`src/hdl/its_pkg.sv`:
```
package its_pkg;

   // buffer geometry
   localparam int BUF_DEPTH = 256;
   localparam int SLOT_W    = (BUF_DEPTH > 1) ? $clog2(BUF_DEPTH) : 1;
   localparam int SEL_W     = 2;
   localparam int RAM_AW    = SEL_W + SLOT_W;
   localparam int RAM_DEPTH = 1 << RAM_AW;
   localparam int BYTE_W    = 8;
   localparam int SIZE_W    = 9;
   localparam int CSR_IDX_W = 1;
   localparam int IDX_SPAN  = 256;

   typedef logic [SLOT_W-1:0] slot_type;
   typedef slot_type slot_table_type [IDX_SPAN];

   // byte index to store slot, index modulo the buffer depth
   function automatic slot_table_type build_slot_table();
      slot_table_type t;
      for (int i = 0; i < IDX_SPAN; i++) begin
         t[i] = SLOT_W'(i % BUF_DEPTH);
      end
      return t;
   endfunction

   localparam slot_table_type SLOT_TABLE = build_slot_table();

   // command codes
   localparam logic [2:0] CMD_START_WR = 3'd0;
   localparam logic [2:0] CMD_START_RD = 3'd1;
   localparam logic [2:0] CMD_STATUS   = 3'd2;
   localparam logic [2:0] CMD_LOAD     = 3'd3;
   localparam logic [2:0] CMD_READ     = 3'd4;

   // control actions
   localparam logic [2:0] ACT_NONE    = 3'd0;
   localparam logic [2:0] ACT_ACK     = 3'd1;
   localparam logic [2:0] ACT_NACK    = 3'd2;
   localparam logic [2:0] ACT_START   = 3'd3;
   localparam logic [2:0] ACT_RESTART = 3'd4;
   localparam logic [2:0] ACT_STOP    = 3'd5;

   // store selects
   localparam logic [SEL_W-1:0] SEL_MASTER_TX = 2'd0;
   localparam logic [SEL_W-1:0] SEL_MASTER_RX = 2'd1;
   localparam logic [SEL_W-1:0] SEL_SLAVE_TX  = 2'd2;
   localparam logic [SEL_W-1:0] SEL_SLAVE_RX  = 2'd3;

   // configuration register indexes
   localparam logic [CSR_IDX_W-1:0] CSR_SLAVE_TX_SIZE = 1'd0;
   localparam logic [CSR_IDX_W-1:0] CSR_SLAVE_RX_SIZE = 1'd1;

   // bus status codes, divided by eight
   localparam logic [4:0] ST_START       = 5'h01;  // 0x08
   localparam logic [4:0] ST_RESTART     = 5'h02;  // 0x10
   localparam logic [4:0] ST_MT_SLA_ACK  = 5'h03;  // 0x18
   localparam logic [4:0] ST_MT_DATA_ACK = 5'h05;  // 0x28
   localparam logic [4:0] ST_ARB_LOST    = 5'h07;  // 0x38
   localparam logic [4:0] ST_MR_SLA_ACK  = 5'h08;  // 0x40
   localparam logic [4:0] ST_MR_DATA_ACK = 5'h0A;  // 0x50
   localparam logic [4:0] ST_MR_DATA_NAK = 5'h0B;  // 0x58
   localparam logic [4:0] ST_SR_SLA_0    = 5'h0C;  // 0x60
   localparam logic [4:0] ST_SR_SLA_1    = 5'h0D;  // 0x68
   localparam logic [4:0] ST_SR_GEN_0    = 5'h0E;  // 0x70
   localparam logic [4:0] ST_SR_GEN_1    = 5'h0F;  // 0x78
   localparam logic [4:0] ST_SR_DATA     = 5'h10;  // 0x80
   localparam logic [4:0] ST_SR_GEN_DATA = 5'h12;  // 0x90
   localparam logic [4:0] ST_SR_STOP     = 5'h14;  // 0xA0
   localparam logic [4:0] ST_ST_SLA      = 5'h15;  // 0xA8
   localparam logic [4:0] ST_ST_ARB_SLA  = 5'h16;  // 0xB0
   localparam logic [4:0] ST_ST_DATA_ACK = 5'h17;  // 0xB8
   localparam logic [4:0] ST_ST_DATA_NAK = 5'h18;  // 0xC0
   localparam logic [4:0] ST_ST_LAST     = 5'h19;  // 0xC8

   // result of the decode stage, waiting for the store read data
   typedef struct packed {
      logic [2:0]        act;
      logic              tx_valid;
      logic [BYTE_W-1:0] tx_byte;
      logic              busy;
      logic              master_done;
      logic              slave_done;
      logic              error;
      logic              tx_from_ram;
      logic              rd_from_ram;
   } stage_type;

endpackage

```
`src/hdl/its_out.sv`:
```
module its_out (
   input  logic                        clock,
   input  logic                        reset,
   input  logic                        fire,
   input  its_pkg::stage_type          stage,
   input  logic [its_pkg::BYTE_W-1:0]  ram_rdata,
   output logic                        ready,
   output logic                        rsp_valid,
   input  logic                        rsp_ready,
   output logic [2:0]                  rsp_ctrl_action,
   output logic                        rsp_tx_valid,
   output logic [7:0]                  rsp_tx_byte,
   output logic                        rsp_busy_res,
   output logic                        rsp_master_done,
   output logic                        rsp_slave_done,
   output logic                        rsp_error_pulse,
   output logic [7:0]                  rsp_read_data
);

   logic               s1_valid_ff, s1_valid_in;
   its_pkg::stage_type s1_ff;
   logic               rsp_valid_ff, rsp_valid_in;
   logic               advance;
   logic [2:0]         act_ff;
   logic               txv_ff, busy_ff, mdone_ff, sdone_ff, err_ff;
   logic [7:0]         txb_ff, rd_ff;

   // stage one moves on when the output register is free or being emptied
   assign advance      = !rsp_valid_ff || rsp_ready;
   assign ready        = !s1_valid_ff || advance;
   assign s1_valid_in  = fire ? 1'b1 : (advance ? 1'b0 : s1_valid_ff);
   assign rsp_valid_in = advance ? s1_valid_ff : rsp_valid_ff;

   always_ff @(posedge clock) begin
      if (reset) begin
         s1_valid_ff  <= 1'b0;
         rsp_valid_ff <= 1'b0;
      end else begin
         s1_valid_ff  <= s1_valid_in;
         rsp_valid_ff <= rsp_valid_in;
      end
   end

   // decode result waits here for the store read data
   always_ff @(posedge clock) begin
      if (fire) begin
         s1_ff <= stage;
      end
   end

   // output register, store data merged in
   always_ff @(posedge clock) begin
      if (advance && s1_valid_ff) begin
         act_ff   <= s1_ff.act;
         txv_ff   <= s1_ff.tx_valid;
         txb_ff   <= s1_ff.tx_from_ram ? ram_rdata : s1_ff.tx_byte;
         busy_ff  <= s1_ff.busy;
         mdone_ff <= s1_ff.master_done;
         sdone_ff <= s1_ff.slave_done;
         err_ff   <= s1_ff.error;
         rd_ff    <= s1_ff.rd_from_ram ? ram_rdata : 8'd0;
      end
   end

   assign rsp_valid       = rsp_valid_ff;
   assign rsp_ctrl_action = act_ff;
   assign rsp_tx_valid    = txv_ff;
   assign rsp_tx_byte     = txb_ff;
   assign rsp_busy_res    = busy_ff;
   assign rsp_master_done = mdone_ff;
   assign rsp_slave_done  = sdone_ff;
   assign rsp_error_pulse = err_ff;
   assign rsp_read_data   = rd_ff;

endmodule

```
`config.mk`:
```
export PLATFORM = sky130hd
export DESIGN_NAME = its_out
export DESIGN_NICKNAME = d
export VERILOG_FILES = /design/src/hdl/its_pkg.sv /design/src/hdl/its_out.sv
export SDC_FILE = /design/constraint.sdc
export NUM_CORES = 1
export LEC_CHECK = 0
export ABC_AREA = 1
export BUFFER_PORTS_ARGS = -buffer_cell sky130_fd_sc_hd__buf_4
export CAP_MARGIN = 5
export CORE_UTILIZATION = 50
export DETAILED_ROUTE_END_ITERATION = 10
export PLACE_DENSITY_LB_ADDON = 0.08
export SYNTH_ARGS = -nofsm -noshare
export SYNTH_HDL_FRONTEND = slang
export SYNTH_SLANG_ARGS = --single-unit
```
`constraint.sdc`:
```
create_clock -name clock -period 5.5 [get_ports clock]
set_input_delay 1.65 -clock clock [delete_from_list [all_inputs] [get_ports clock]]
set_output_delay 1.65 -clock clock [all_outputs]
set_load 0.02 [all_outputs]
```
# Word-level counts from Yosys, hierarchy flattened
# Cells that the tools add are included.
[totals] ff_bits=44 input_bits=30 output_inout_bits=26 word_cells=28
[classes] n_mux=3 reduce_logical=6
[ops] cell="8-bit two-way mux" n=1
[ops] cell="1-bit logical NOT" n=2
[ops] cell="1-bit logical OR" n=2
[ops] cell="1-bit two-way mux" n=2
[ops] cell="2-bit nonzero test" n=1
[ops] cell="1-bit logical AND" n=1

# Longest topological paths before layout
[logic_depth] depth_word=4 depth_mapped=3 mapped_depth_nobuf=3

# Worst setup path after synthesis
# OpenSTA, ideal clock, no wires.
[synth_path] path_type="input to output" startpoint="input rsp_ready" endpoint="output ready" arrival_ns=1.908 required_ns=3.850 slack_ns=1.942 path_stages=2 cell_sequence="inv_1 nand3_1"
[synth_via] elab_chain_len=2
[synth_lines] item="from (decl)" line_no="its_out.sv:9" rtl="input logic rsp_ready,"
[synth_lines] item="1-bit logical OR" line_no="its_out.sv:29" rtl="assign advance = !rsp_valid_ff || rsp_ready;"
[synth_lines] item="1-bit logical OR" line_no="its_out.sv:30" rtl="assign ready = !s1_valid_ff || advance;"
[synth_lines] item="to (decl)" line_no="its_out.sv:7" rtl="output logic ready,"
# Every way passes these cells.

# Worst setup path after layout
# Same ends and word-level chain as after synthesis.

==> flow_summary.ini <==
[worst_setup_path]
path_buf_inv = 3
timing.critical_path.slowest_stage_cell = buf_4
path_max_fanout = 3
worst_ep_arrival_time_ns = 2.13
path_class = primary input to primary output
cp.required_ns = 3.85
critPathTopFamily = buffers and inverters
end_kind = primary output
crit_path_frequent_cell = buf_4
start_kind = primary input
crit_chain = buf_4, inv_1, nand3_1, buf_4
cpPeakStageDelay_ns = 0.18

[detailed_routing]
via_per_inst = 4.72
vias = 882
drt_pass1_iterations = 7
postRouteAntennaNets = 0
wl_um = 2370
wire_per_inst_um = 12.6
route.detailed.drc = 6
first_iter_violations = 18

[hold_path]
min_path_type = register to register

[yosys]
synth_cells = 94
yosys.area.top_type = edfxtp_1
synth.area.top_cells = edfxtp_1 83%, inv_1 4.7%, nand2_1 4.2%
yosys.area.top_type_share = 0.834
syn_area_per_cell_um2 = 16.1
synth_area_um2 = 1510
yosysWarningCount = 0
synth_seq_area_share = 0.860
yosysUniqueCellTypes = 9
synth_nets = 124
ys_ff_latch = 44

[clock_network]
hold_buffers = 0
clock_path_buffers = 2
cts_resized = 0
cts_sinks = 44
clk_pin_slew_ns = 0.12
cts_tree = done
postCtsSetupRepairBufs = 0
clockRootBuffer = clkbuf_4
cts_buffers = 5
insertion_delay_ns = 0.35
cts-htree-levels = 2

[floorplanning]
die_h_um = 57.0
start_util = 0.539
dieArea_um2 = 3250
row_count = 19
core_area_um2 = 2810
design.portCount = 56
die_w_um = 57.0

[cells_and_area]
post-route-util = 0.735
nFillCells = 188
antenna_cells = 0
layout_common_cells = 56 x buf_4, 42 x edfxtp_1, 19 x inv_1
syn2layout_area_growth_pct = 36.2
seq_area_um2 = 1300
layout.nets = 185
stdcell_area_um2 = 2060
layout.cells.non_filler = 187
multi_input_area_um2 = 128
layout_commonest_cell = buf_4
drive_above_1_share = 0.410

[sta]
clock.fmax_ghz = 0.265
worst_pin_slew_ns = 0.436
fin_crit_sh = 0.687
fin_tns_setup_ns = 0
final_max_slew_viol_count = 0
rsz0062_at_grt = no
period_needed_ns = 3.78
timing.slew.headroom = 0.709
fin_skew_ns = 0.0117
hold_viol = 0
hold_ws_ns = 0.428
setup_viol = 0

[global_route]
grt_pass1_wl_um = 3920
overflow = 0
grt_pass1_vias = 880
antenna_found_initial = 0
grt_max_degree = 25
globalRouteTotalUtil = 0.170

[outcome]
outcome = complete, but fails checks
violations = DRC

[power]
p_leak_nw = 0.913
ir_worst_vdd_mv = 0.310
p_per_area_nw_per_um2 = 340

[placed_design]
dp_cells = 179
place_congestion = 0.738
post-dp-hpwl_um = 1640
io_buffers = 55
place_area_um2 = 1960

[job]
drv_cap = 0
==> synthesized netlist by cell type <==
cell type,n
a21oi_1,3
buf_2,1
buf_6,1
dfxtp_1,2
edfxtp_1,42
inv_1,19
nand2_1,17
nand3_1,1
o21ai_0,8
==> per-stage QoR <==
step           power (mW)  setup slack, ns
2_1_floorplan       0.433             1.94
3_3_place_gp        0.467             1.76
3_5_place_dp        0.471             1.73
4_1_cts             0.708             1.73
5_1_grt             0.724             1.68
6_report            0.700             1.72
==> worst paths after layout <==
kind | startpoint | slack, ns | cells after the start | to
max | rsp_ready | 1.72 | 4 | ready
min | s1_ff[16] | 0.43 | 0 | rsp_ctrl_action[1]
max reg2reg | s1_valid_ff | 4.36 | 3 | rsp_tx_byte[2]
min reg2reg | s1_ff[16] | 0.43 | 0 | rsp_ctrl_action[1]
==> area by class of cell <==
type | instances | share of cell area
clock buffers | 6 | 0.0200
multi-input cells | 29 | 0.0619
flip-flops and latches | 44 | 0.631
inverters | 19 | 0.0346
repair buffers | 56 | 0.204
clock inverters | 2 | 0.0291
well taps | 31 | 0.0188
==> metal layers <==
metal	track usage	vias to the layer above	routed length, µm
li1	-	438	-
met1	0.190	394	866
met2	0.281	40	1230
met3	0.0612	10	193
met4	0.105	0	80
met5	0	-	0
==> worst register-to-register path, cell delays in order, from the launching register on <==
cell and delay, ns:
dfxtp_1 0.35, inv_1 0.07, a21oi_2 0.10, buf_4 0.31
==> cells by family (layout without fill, tap and decap cells) <==
group / count (synthesis) / count (layout) / synth area share
simple gates: 18 / 18 / 0.0455
compound gates: 11 / 11 / 0.0364
flops: 44 / 44 / 0.860
buf+inv: 21 / 83 / 0.0579
==> power breakdown <==
part,switching [mW],internal [mW]
Combinational,0.0314,0.0293
Sequential,0.00887,0.392
Clock,0.0962,0.142
Total,0.136,0.564
==> flip-flops by register name, indices dropped and copies added, names as in the netlist <==
register         flops
rsp_busy_res         1
rsp_ctrl_action      3
rsp_error_pulse      1
rsp_master_done      1
rsp_read_data        8
rsp_slave_done       1
rsp_tx_byte          8
rsp_tx_valid         1
rsp_valid            1
s1_ff               18
s1_valid_ff          1
Power figures use the tool's default switching activity.
