<file path="src/hdl/its_pkg.sv">
package its_pkg;

   // buffer geometry
   localparam int BUF_DEPTH = 256;
   localparam int SLOT_W    = (BUF_DEPTH > 1) ? $clog2(BUF_DEPTH) : 1;
   localparam int SEL_W     = 2;
   localparam int RAM_AW    = SEL_W + SLOT_W;
   localparam int RAM_DEPTH = 1 << RAM_AW;
   localparam int BYTE_W    = 8;
   localparam int SIZE_W    = 9;
   localparam int CSR_IDX_W = 1;
   localparam int IDX_SPAN  = 256;

   typedef logic [SLOT_W-1:0] slot_type;
   typedef slot_type slot_table_type [IDX_SPAN];

   // byte index to store slot, index modulo the buffer depth
   function automatic slot_table_type build_slot_table();
      slot_table_type t;
      for (int i = 0; i < IDX_SPAN; i++) begin
         t[i] = SLOT_W'(i % BUF_DEPTH);
      end
      return t;
   endfunction

   localparam slot_table_type SLOT_TABLE = build_slot_table();

   // command codes
   localparam logic [2:0] CMD_START_WR = 3'd0;
   localparam logic [2:0] CMD_START_RD = 3'd1;
   localparam logic [2:0] CMD_STATUS   = 3'd2;
   localparam logic [2:0] CMD_LOAD     = 3'd3;
   localparam logic [2:0] CMD_READ     = 3'd4;

   // control actions
   localparam logic [2:0] ACT_NONE    = 3'd0;
   localparam logic [2:0] ACT_ACK     = 3'd1;
   localparam logic [2:0] ACT_NACK    = 3'd2;
   localparam logic [2:0] ACT_START   = 3'd3;
   localparam logic [2:0] ACT_RESTART = 3'd4;
   localparam logic [2:0] ACT_STOP    = 3'd5;

   // store selects
   localparam logic [SEL_W-1:0] SEL_MASTER_TX = 2'd0;
   localparam logic [SEL_W-1:0] SEL_MASTER_RX = 2'd1;
   localparam logic [SEL_W-1:0] SEL_SLAVE_TX  = 2'd2;
   localparam logic [SEL_W-1:0] SEL_SLAVE_RX  = 2'd3;

   // configuration register indexes
   localparam logic [CSR_IDX_W-1:0] CSR_SLAVE_TX_SIZE = 1'd0;
   localparam logic [CSR_IDX_W-1:0] CSR_SLAVE_RX_SIZE = 1'd1;

   // bus status codes, divided by eight
   localparam logic [4:0] ST_START       = 5'h01;  // 0x08
   localparam logic [4:0] ST_RESTART     = 5'h02;  // 0x10
   localparam logic [4:0] ST_MT_SLA_ACK  = 5'h03;  // 0x18
   localparam logic [4:0] ST_MT_DATA_ACK = 5'h05;  // 0x28
   localparam logic [4:0] ST_ARB_LOST    = 5'h07;  // 0x38
   localparam logic [4:0] ST_MR_SLA_ACK  = 5'h08;  // 0x40
   localparam logic [4:0] ST_MR_DATA_ACK = 5'h0A;  // 0x50
   localparam logic [4:0] ST_MR_DATA_NAK = 5'h0B;  // 0x58
   localparam logic [4:0] ST_SR_SLA_0    = 5'h0C;  // 0x60
   localparam logic [4:0] ST_SR_SLA_1    = 5'h0D;  // 0x68
   localparam logic [4:0] ST_SR_GEN_0    = 5'h0E;  // 0x70
   localparam logic [4:0] ST_SR_GEN_1    = 5'h0F;  // 0x78
   localparam logic [4:0] ST_SR_DATA     = 5'h10;  // 0x80
   localparam logic [4:0] ST_SR_GEN_DATA = 5'h12;  // 0x90
   localparam logic [4:0] ST_SR_STOP     = 5'h14;  // 0xA0
   localparam logic [4:0] ST_ST_SLA      = 5'h15;  // 0xA8
   localparam logic [4:0] ST_ST_ARB_SLA  = 5'h16;  // 0xB0
   localparam logic [4:0] ST_ST_DATA_ACK = 5'h17;  // 0xB8
   localparam logic [4:0] ST_ST_DATA_NAK = 5'h18;  // 0xC0
   localparam logic [4:0] ST_ST_LAST     = 5'h19;  // 0xC8

   // result of the decode stage, waiting for the store read data
   typedef struct packed {
      logic [2:0]        act;
      logic              tx_valid;
      logic [BYTE_W-1:0] tx_byte;
      logic              busy;
      logic              master_done;
      logic              slave_done;
      logic              error;
      logic              tx_from_ram;
      logic              rd_from_ram;
   } stage_type;

endpackage

</file>
<file path="src/hdl/its_ctrl.sv">
module its_ctrl (
   input  logic                                clock,
   input  logic                                reset,
   input  logic                                fire,
   input  logic [2:0]                          req_cmd,
   input  logic [6:0]                          req_target_addr,
   input  logic [7:0]                          req_reg_addr,
   input  logic [7:0]                          req_xfer_length,
   input  logic [4:0]                          req_status_code,
   input  logic [7:0]                          req_rx_byte,
   input  logic [its_pkg::SEL_W-1:0]           req_buf_select,
   input  logic [7:0]                          req_buf_index,
   input  logic [7:0]                          req_buf_data,
   input  logic                                csr_wr_en,
   input  logic [its_pkg::CSR_IDX_W-1:0]       csr_index,
   input  logic [its_pkg::SIZE_W-1:0]          csr_wdata,
   output logic                                ram_en,
   output logic                                ram_we,
   output logic [its_pkg::RAM_AW-1:0]          ram_addr,
   output logic [its_pkg::BYTE_W-1:0]          ram_wdata,
   output its_pkg::stage_type                  stage
);

   logic [its_pkg::SIZE_W-1:0] tx_size_ff, rx_size_ff;
   logic       busy_ff, busy_in;
   logic [7:0] index_ff, index_in;
   logic       expect_ff, expect_in;
   logic [7:0] addr_rw_ff, addr_rw_in;
   logic [7:0] target_reg_ff, target_reg_in;
   logic [7:0] remain_ff, remain_in;
   logic       ram_access;
   logic [7:0] index_inc;

   // index step that wraps at a configured size
   function automatic logic [7:0] advance_wrap(input logic [7:0] idx,
                                               input logic [its_pkg::SIZE_W-1:0] size);
      logic [its_pkg::SIZE_W-1:0] n;
      n = {1'b0, idx + 8'd1};
      if (n >= size) begin
         n = n - size;
      end
      return n[7:0];
   endfunction

   assign index_inc = index_ff + 8'd1;

   // decode one word against the current sequencer state
   always_comb begin
      busy_in       = busy_ff;
      index_in      = index_ff;
      expect_in     = expect_ff;
      addr_rw_in    = addr_rw_ff;
      target_reg_in = target_reg_ff;
      remain_in     = remain_ff;
      ram_access    = 1'b0;
      ram_we        = 1'b0;
      ram_addr      = {req_buf_select, its_pkg::SLOT_TABLE[req_buf_index]};
      ram_wdata     = req_buf_data;
      stage         = '0;
      stage.act     = its_pkg::ACT_NONE;
      case (req_cmd)
         its_pkg::CMD_START_WR, its_pkg::CMD_START_RD: begin
            busy_in       = 1'b1;
            addr_rw_in    = {req_target_addr, req_cmd == its_pkg::CMD_START_RD};
            target_reg_in = req_reg_addr;
            remain_in     = (req_cmd == its_pkg::CMD_START_RD && req_xfer_length == 8'd0)
                            ? 8'd1 : req_xfer_length;
            stage.act     = its_pkg::ACT_START;
         end
         its_pkg::CMD_LOAD: begin
            ram_access = 1'b1;
            ram_we     = 1'b1;
         end
         its_pkg::CMD_READ: begin
            ram_access        = 1'b1;
            stage.rd_from_ram = 1'b1;
         end
         its_pkg::CMD_STATUS: begin
            case (req_status_code)
               its_pkg::ST_SR_SLA_0, its_pkg::ST_SR_SLA_1,
               its_pkg::ST_SR_GEN_0, its_pkg::ST_SR_GEN_1: begin
                  busy_in   = 1'b1;
                  expect_in = 1'b1;
                  stage.act = its_pkg::ACT_ACK;
               end
               its_pkg::ST_SR_DATA, its_pkg::ST_SR_GEN_DATA: begin
                  if (expect_ff) begin
                     index_in  = req_rx_byte;
                     expect_in = 1'b0;
                  end else begin
                     ram_access = 1'b1;
                     ram_we     = 1'b1;
                     ram_addr   = {its_pkg::SEL_SLAVE_RX, its_pkg::SLOT_TABLE[index_ff]};
                     ram_wdata  = req_rx_byte;
                     index_in   = advance_wrap(index_ff, rx_size_ff);
                  end
                  stage.act = its_pkg::ACT_ACK;
               end
               its_pkg::ST_SR_STOP: begin
                  busy_in          = 1'b0;
                  stage.slave_done = 1'b1;
                  stage.act        = its_pkg::ACT_ACK;
               end
               its_pkg::ST_ST_SLA, its_pkg::ST_ST_ARB_SLA, its_pkg::ST_ST_DATA_ACK: begin
                  busy_in           = 1'b1;
                  ram_access        = 1'b1;
                  ram_addr          = {its_pkg::SEL_SLAVE_TX, its_pkg::SLOT_TABLE[index_ff]};
                  stage.tx_valid    = 1'b1;
                  stage.tx_from_ram = 1'b1;
                  index_in          = advance_wrap(index_ff, tx_size_ff);
                  stage.act         = its_pkg::ACT_ACK;
               end
               its_pkg::ST_ST_DATA_NAK, its_pkg::ST_ST_LAST: begin
                  stage.act = its_pkg::ACT_ACK;
               end
               its_pkg::ST_START: begin
                  busy_in        = 1'b1;
                  index_in       = 8'd0;
                  stage.tx_valid = 1'b1;
                  stage.tx_byte  = {addr_rw_ff[7:1], 1'b0};
                  stage.act      = its_pkg::ACT_ACK;
               end
               its_pkg::ST_RESTART: begin
                  stage.tx_valid = 1'b1;
                  stage.tx_byte  = addr_rw_ff;
                  index_in       = 8'd0;
                  if (remain_ff != 8'd0) begin
                     remain_in = remain_ff - 8'd1;
                  end
                  stage.act = its_pkg::ACT_ACK;
               end
               its_pkg::ST_MT_SLA_ACK: begin
                  stage.tx_valid = 1'b1;
                  stage.tx_byte  = target_reg_ff;
                  stage.act      = its_pkg::ACT_ACK;
               end
               its_pkg::ST_MT_DATA_ACK: begin
                  if (addr_rw_ff[0]) begin
                     stage.act = its_pkg::ACT_RESTART;
                  end else if (index_ff >= remain_ff) begin
                     stage.act         = its_pkg::ACT_STOP;
                     busy_in           = 1'b0;
                     stage.master_done = 1'b1;
                  end else begin
                     ram_access        = 1'b1;
                     ram_addr          = {its_pkg::SEL_MASTER_TX,
                                          its_pkg::SLOT_TABLE[index_ff]};
                     stage.tx_valid    = 1'b1;
                     stage.tx_from_ram = 1'b1;
                     index_in          = index_inc;
                     stage.act         = its_pkg::ACT_ACK;
                  end
               end
               its_pkg::ST_MR_SLA_ACK: begin
                  stage.act = (index_ff >= remain_ff) ? its_pkg::ACT_NACK : its_pkg::ACT_ACK;
               end
               its_pkg::ST_MR_DATA_ACK: begin
                  ram_access = 1'b1;
                  ram_we     = 1'b1;
                  ram_addr   = {its_pkg::SEL_MASTER_RX, its_pkg::SLOT_TABLE[index_ff]};
                  ram_wdata  = req_rx_byte;
                  index_in   = index_inc;
                  stage.act  = (index_inc >= remain_ff) ? its_pkg::ACT_NACK : its_pkg::ACT_ACK;
               end
               its_pkg::ST_MR_DATA_NAK: begin
                  ram_access        = 1'b1;
                  ram_we            = 1'b1;
                  ram_addr          = {its_pkg::SEL_MASTER_RX, its_pkg::SLOT_TABLE[index_ff]};
                  ram_wdata         = req_rx_byte;
                  index_in          = index_inc;
                  stage.act         = its_pkg::ACT_STOP;
                  busy_in           = 1'b0;
                  stage.master_done = 1'b1;
               end
               its_pkg::ST_ARB_LOST: begin
                  stage.act = its_pkg::ACT_ACK;
                  busy_in   = 1'b0;
               end
               default: begin
                  stage.act   = its_pkg::ACT_STOP;
                  busy_in     = 1'b0;
                  stage.error = 1'b1;
               end
            endcase
         end
         default: begin
         end
      endcase
      stage.busy = busy_in;
   end

   assign ram_en = fire & ram_access;

   // sequencer state, updated once per accepted word
   always_ff @(posedge clock) begin
      if (reset) begin
         busy_ff       <= 1'b0;
         index_ff      <= 8'd0;
         expect_ff     <= 1'b0;
         addr_rw_ff    <= 8'd0;
         target_reg_ff <= 8'd0;
         remain_ff     <= 8'd0;
      end else if (fire) begin
         busy_ff       <= busy_in;
         index_ff      <= index_in;
         expect_ff     <= expect_in;
         addr_rw_ff    <= addr_rw_in;
         target_reg_ff <= target_reg_in;
         remain_ff     <= remain_in;
      end
   end

   // buffer size registers
   always_ff @(posedge clock) begin
      if (reset) begin
         tx_size_ff <= '0;
         rx_size_ff <= '0;
      end else if (csr_wr_en) begin
         if (csr_index == its_pkg::CSR_SLAVE_TX_SIZE) begin
            tx_size_ff <= csr_wdata;
         end
         if (csr_index == its_pkg::CSR_SLAVE_RX_SIZE) begin
            rx_size_ff <= csr_wdata;
         end
      end
   end

endmodule

</file>
<file path="config.mk">
export PLATFORM = sky130hd
export DESIGN_NAME = its_ctrl
export DESIGN_NICKNAME = d
export VERILOG_FILES = /design/src/hdl/its_pkg.sv /design/src/hdl/its_ctrl.sv
export SDC_FILE = /design/constraint.sdc
export NUM_CORES = 1
export LEC_CHECK = 0
export BUFFER_PORTS_ARGS = -buffer_cell sky130_fd_sc_hd__clkbuf_2
export CORE_MARGIN = 2
export CORE_UTILIZATION = 60
export CTS_BUF_LIST = sky130_fd_sc_hd__clkbuf_8
export CTS_CLUSTER_SIZE = 40
export DETAILED_ROUTE_END_ITERATION = 12
export PLACE_DENSITY = 0.86
export SYNTH_ARGS = -nofsm -noshare
export SYNTH_HDL_FRONTEND = slang
export SYNTH_SLANG_ARGS = --single-unit
</file>
<file path="constraint.sdc">
create_clock -name clock -period 6.68 [get_ports clock]
set_input_delay 0.668 -clock clock [delete_from_list [all_inputs] [get_ports clock]]
set_output_delay 0.668 -clock clock [all_outputs]
set_load 0.01 [all_outputs]
</file>
Yosys cells after proc, flatten, opt, wreduce, memory -nomap -nowiden

Memories as Yosys holds them, arrays and structs flattened.
Index checks and enable logic that the tools add are counted.

$lt $le $gt $ge: 6
Muxes and demuxes: 51
Reductions and logical operators: 26
Add/subtract/negate cells: 4
Div/mod/pow operators: 0
Equal/unequal tests: 28
$mul: 0
Bitwise gates (word level): 4
Shift-type cells: 0

Operators by type and width:

| cell                                                      | number |
|---|---|
| two-way mux 8 bit                                         | 14 |
| == test 5 bit (second input constant)                     | 8 |
| two-way mux 10 bit                                        | 4 |
| case mux 10 bit (4 select lines)                          | 1 |
| case mux 8 bit (5 select lines)                           | 1 |
| == test 5 x 4 -> 1 bit (second input constant)            | 7 |
| case mux 8 bit (2 select lines)                           | 2 |
| case mux 8 bit (3 select lines)                           | 1 |
| OR reduction 20 bit                                       | 1 |
| greater-or-equal comparator 8 x 9 -> 1 bit                | 2 |
| greater-or-equal comparator 9 bit (second input constant) | 2 |
| NOT 8 -> 9 bit                                            | 2 |
| greater-or-equal comparator 8 bit                         | 2 |
| case mux 1 bit (2 select lines)                           | 8 |
| OR reduction 16 bit                                       | 1 |
| OR reduction 8 bit                                        | 2 |
| subtractor 8 bit                                          | 2 |
| case mux 3 bit (4 select lines)                           | 1 |
| == test 5 x 2 -> 1 bit (second input constant)            | 2 |
| == test 5 x 3 -> 1 bit (second input constant)            | 2 |
| two-way mux 1 bit                                         | 10 |
| OR reduction 2 bit                                        | 5 |
| two-way mux 9 bit                                         | 1 |
| adder 8 x 1 -> 8 bit (second input constant)              | 1 |
| 28 further kinds                                          | 37 |

Flip-flop bits (word level): 52
Memory bits (writable): 0
Input bits: 71
Logic and storage cells: 129
Bits in read-only memories: 4,096
Memories kept: 2
Bits in latches: 0

Memory list:

| memory          | depth | bits a word | rd ports | clocked after memory_dff | write ports | RTL line        | RTL |
|---|---|---|---|---|---|---|---|
| (no name shown) | 256   | 8           | 1        | 0                        | 0           | its_ctrl.sv:168 | `ram_addr = {its_pkg::SEL_MASTER_RX, its_pkg::SLOT_TABLE[index_ff]};` |
| (no name shown) | 256   | 8           | 1        | 0                        | 0           | its_ctrl.sv:57  | `ram_addr = {req_buf_select, its_pkg::SLOT_TABLE[req_buf_index]};` |

Longest topological paths before layout

Word-level depth: 8
Depth in mapped cells: 15
Gate-level depth less buffers: 13

Least setup slack after synthesis

No wires, ideal clock.

Path kind: register to output
From: reg index_ff[0]
To: out stage[15] (netlist name)
Data required time: 6.012 ns
Path buffers: 0
Setup slack: 3.601 ns
Arrival: 2.411 ns
Stages on the path, launching flop included: 12
Path through: dfxtp_1 > ha_1 > nand3_1 > xor2_1 > inv_1 > ha_1 > o21ai_0 > a21oi_1 > o211a_1 > a211oi_1 > a21oi_1 > o21ai_0

RTL lines:

| item                     | RTL line        | RTL |
|---|---|---|
| start: declaration       | its_ctrl.sv:26  | `logic [7:0] index_ff, index_in;` |
| start signal: assignment | its_ctrl.sv:205 | `index_ff <= index_in;` |
| end: declaration         | its_ctrl.sv:21  | `output its_pkg::stage_type stage` |

==> impl_metrics.env <==
export IMPL_outcome="complete, no violations"
export IMPL_clock_sinks=52
export IMPL_final_area_um2=5200
export IMPL_root_buffer="clkbuf_8"
export IMPL_synth_cell_types=73
export IMPL_syn_avg_cell_area_um2=7.18
export IMPL_drv_slew=0
export IMPL_antenna_found_initial=0
export IMPL_slowest_stage="dfxtp_1"
export IMPL_grt_max_degree=53
export IMPL_synth_edff_count=0
export IMPL_die_width_um=91.4
export IMPL_netlist_area_um2=4580
export IMPL_ios=109
export IMPL_htreeDepth=2
export IMPL_setup_viol=0
export IMPL_grt_use_total=0.314
export IMPL_critPathMaxFanout=9
export IMPL_cp_buffers_inverters=2
export IMPL_clock_skew_ps=10.8
export IMPL_grt_ovfl_total=0
export IMPL_cp_cell_sequence="ha_1 -> nand3_1 -> xor2_1 -> inv_1 -> ha_1 -> o21ai_0 -> a21oi_1 -> o211a_1 -> a211oi_1 -> a21oi_1 -> o21ai_0 -> clkbuf_2"
export IMPL_period_needed_ps=3830
export IMPL_drive_above_1_share=0.209
export IMPL_synth_common_cells="106 x nand2_1, 72 x a21oi_1, 59 x nor2_1"
export IMPL_fp_dieH_um=91.4
export IMPL_syn_inst=638
export IMPL_fin_ws_ps=2850
export IMPL_synth_most_common_cell="nand2_1"
export IMPL_drt_wl_total_um=13100
export IMPL_cp_end_kind="primary output"
export IMPL_totalPowerFinal_w=0.000789
export IMPL_via_count=4948
export IMPL_clock_latency_ps=330
export IMPL_place_area_um2=5100
export IMPL_drv_cap=0
export IMPL_drc=0
export IMPL_cts_buffers=5
export IMPL_fmax_ghz=0.261
export IMPL_dp_slack_ps=3050
export IMPL_wl_per_cell_um=15.9
export IMPL_critPathArrivalTime_ps=3170
export IMPL_netlist_area_leader_share=0.227
export IMPL_synth_flop_cell="dfxtp_1"
export IMPL_worst_pin_slew_ps=1120
export IMPL_cp_data_required_time_ps=6010
export IMPL_setup_tns_ps=0
export IMPL_place_congestion=0.961
export IMPL_rsz0062_at_grt="false"
export IMPL_clockBufferDepth=2
export IMPL_synth_area_leaders="dfxtp_1 23%, ha_1 9.3%, nand2_1 8.7%"
export IMPL_rows=31
export IMPL_hpwl_um=10200
export IMPL_synthToLayoutAreaGrowth_pct=13.5
export IMPL_syn_num_nets=745
export IMPL_nNetsFinal=827
export IMPL_io_buffers=108
export IMPL_cp_start_kind="register"
export IMPL_synth_top_area_cell="dfxtp_1"
export IMPL_hold_path_class="register to register"
export IMPL_final_hold_violation_count=0
export IMPL_crit_type="register to primary output"
export IMPL_crit_family="compound AO/OA/AOI/OAI gates"
export IMPL_antenna_left=0
export IMPL_initial_utilization=0.625
export IMPL_core_area_um2=7330
export IMPL_via_per_inst=6.03
export IMPL_seq_area_frac_synth=0.227
export IMPL_cts_tree="yes"
export IMPL_p_per_area_nw_per_um2=152
export IMPL_finish_utilization=0.710
export IMPL_leakage_nw=2.20
export IMPL_n_antenna_cell=0
export IMPL_fp_dieArea_um2=8350
export IMPL_ir_drop_mv=0.124
export IMPL_first_iter_violations=561
export IMPL_post_cts_resized=0
export IMPL_postCtsHoldBufs=0
export IMPL_async_reset_ff_frac=0
export IMPL_firstDrtPassIters=5
export IMPL_slowest_delay_ps=520
export IMPL_postCtsSetupBuffers=0
export IMPL_synth_ff_latch_count=52
export IMPL_maxSlewHeadroom=0.251
export IMPL_grt_pass1_wl_um=21700
export IMPL_fin_crit_sh=0.574
export IMPL_clkTransAtPathRegs_ps=110
export IMPL_grt_pass1_vias=4561
export IMPL_yosysWarnings=0
==> through the flow <==
stage	cells	hold WS (ps)
5_1_grt	820	485
4_1_cts	820	463
2_1_floorplan	638	436
3_3_place_gp	812	443
6_report	820	460
3_5_place_dp	812	448
==> final cells by class <==
cell class                      instances  area [um^2]
Clock buffer                            5         68.8
Tap cell                               99          124
Inverter                               36          135
Fill cell                             639         2130
Timing Repair Buffer                  109          548
Sequential cell                        52         1040
Multi-Input combinational cell        516         3250
Clock inverter                          3         33.8
==> cell usage in the layout (no fill, tap or decap), drive strengths merged, types with 3 or more instances in the layout <==
master / netlist / layout
clkbuf: 25 / 113
nand2: 107 / 107
a21oi: 72 / 72
nor2: 60 / 60
dfxtp: 52 / 52
o21ai: 44 / 44
inv: 36 / 37
ha: 34 / 34
nand3: 20 / 20
mux2: 17 / 17
a211oi: 11 / 11
nor3: 9 / 9
xor2: 9 / 9
a22oi: 9 / 9
nor2b: 9 / 9
o21a: 8 / 8
xnor2: 8 / 8
mux2i: 7 / 7
nand2b: 7 / 7
a21o: 6 / 6
o211ai: 6 / 6
a31oi: 6 / 6
and2: 5 / 5
nor4: 5 / 5
nand4: 5 / 5
a311oi: 5 / 5
o41ai: 4 / 4
a21boi: 4 / 4
nand3b: 3 / 3
o31ai: 3 / 3
==> power breakdown <==
| group | switching [W] | internal, W | total, W |
|---|---|---|---|
| logic | 0.000148 | 0.000105 | 0.000253 |
| registers | 0.00000975 | 0.000321 | 0.000331 |
| clock network | 0.000126 | 0.0000793 | 0.000205 |
| total | 0.000284 | 0.000505 | 0.000789 |
==> flip-flops by register name (all words and copies together) (netlist names) <==
name / cells
index_ff: 8
tx_size_ff: 9
rx_size_ff: 9
remain_ff: 8
addr_rw_ff: 8
busy_ff: 1
target_reg_ff: 8
expect_ff: 1
==> routing by layer <==
metal  routed length [um]  vias to the layer above  track usage  share of wire
li1                     -                     2438            -              -
met2                 6100                      232        0.516           0.47
met1                 5620                     2252        0.431           0.43
met4                  269                        0       0.0896          0.021
met3                 1070                       26       0.0415          0.082
met5                    0                        -            0              0
==> worst register-to-register path: cells and delay by family, from the launching register on <==
kind / cells / cell delay [ps]
xor+xnor: 1 / 660
simple gates: 3 / 500
buf+inv: 1 / 260
fa+ha+maj: 2 / 720
flops: 1 / 520
compound gates: 4 / 720
mux: 1 / 200
==> path summary, 6_finish.rpt <==
kind / start / endpoint / slack [ps] / depth (start not counted)
worst max-delay path: index_ff[0] / stage[15] / 2850 / 12
worst min-delay path: rx_size_ff[7] / rx_size_ff[7] / 460 / 2
worst max register to register: index_ff[0] / index_ff[6] / 2940 / 12
worst min register to register: rx_size_ff[7] / rx_size_ff[7] / 460 / 2
==> kinds of logic (layout without fill, tap and decap cells) <==
group	Yosys count	count (layout)	synth area share
adder cells (fa/ha/maj)	37	37	0.104
AO/OA/AOI/OAI	199	199	0.279
buffers and inverters	70	153	0.0631
AND/OR/NAND/NOR	239	239	0.237
XOR/XNOR	17	17	0.0325
multiplexers	24	24	0.0571
flip-flops	52	52	0.227
Note: power is estimated with default switching activity, not from simulation.
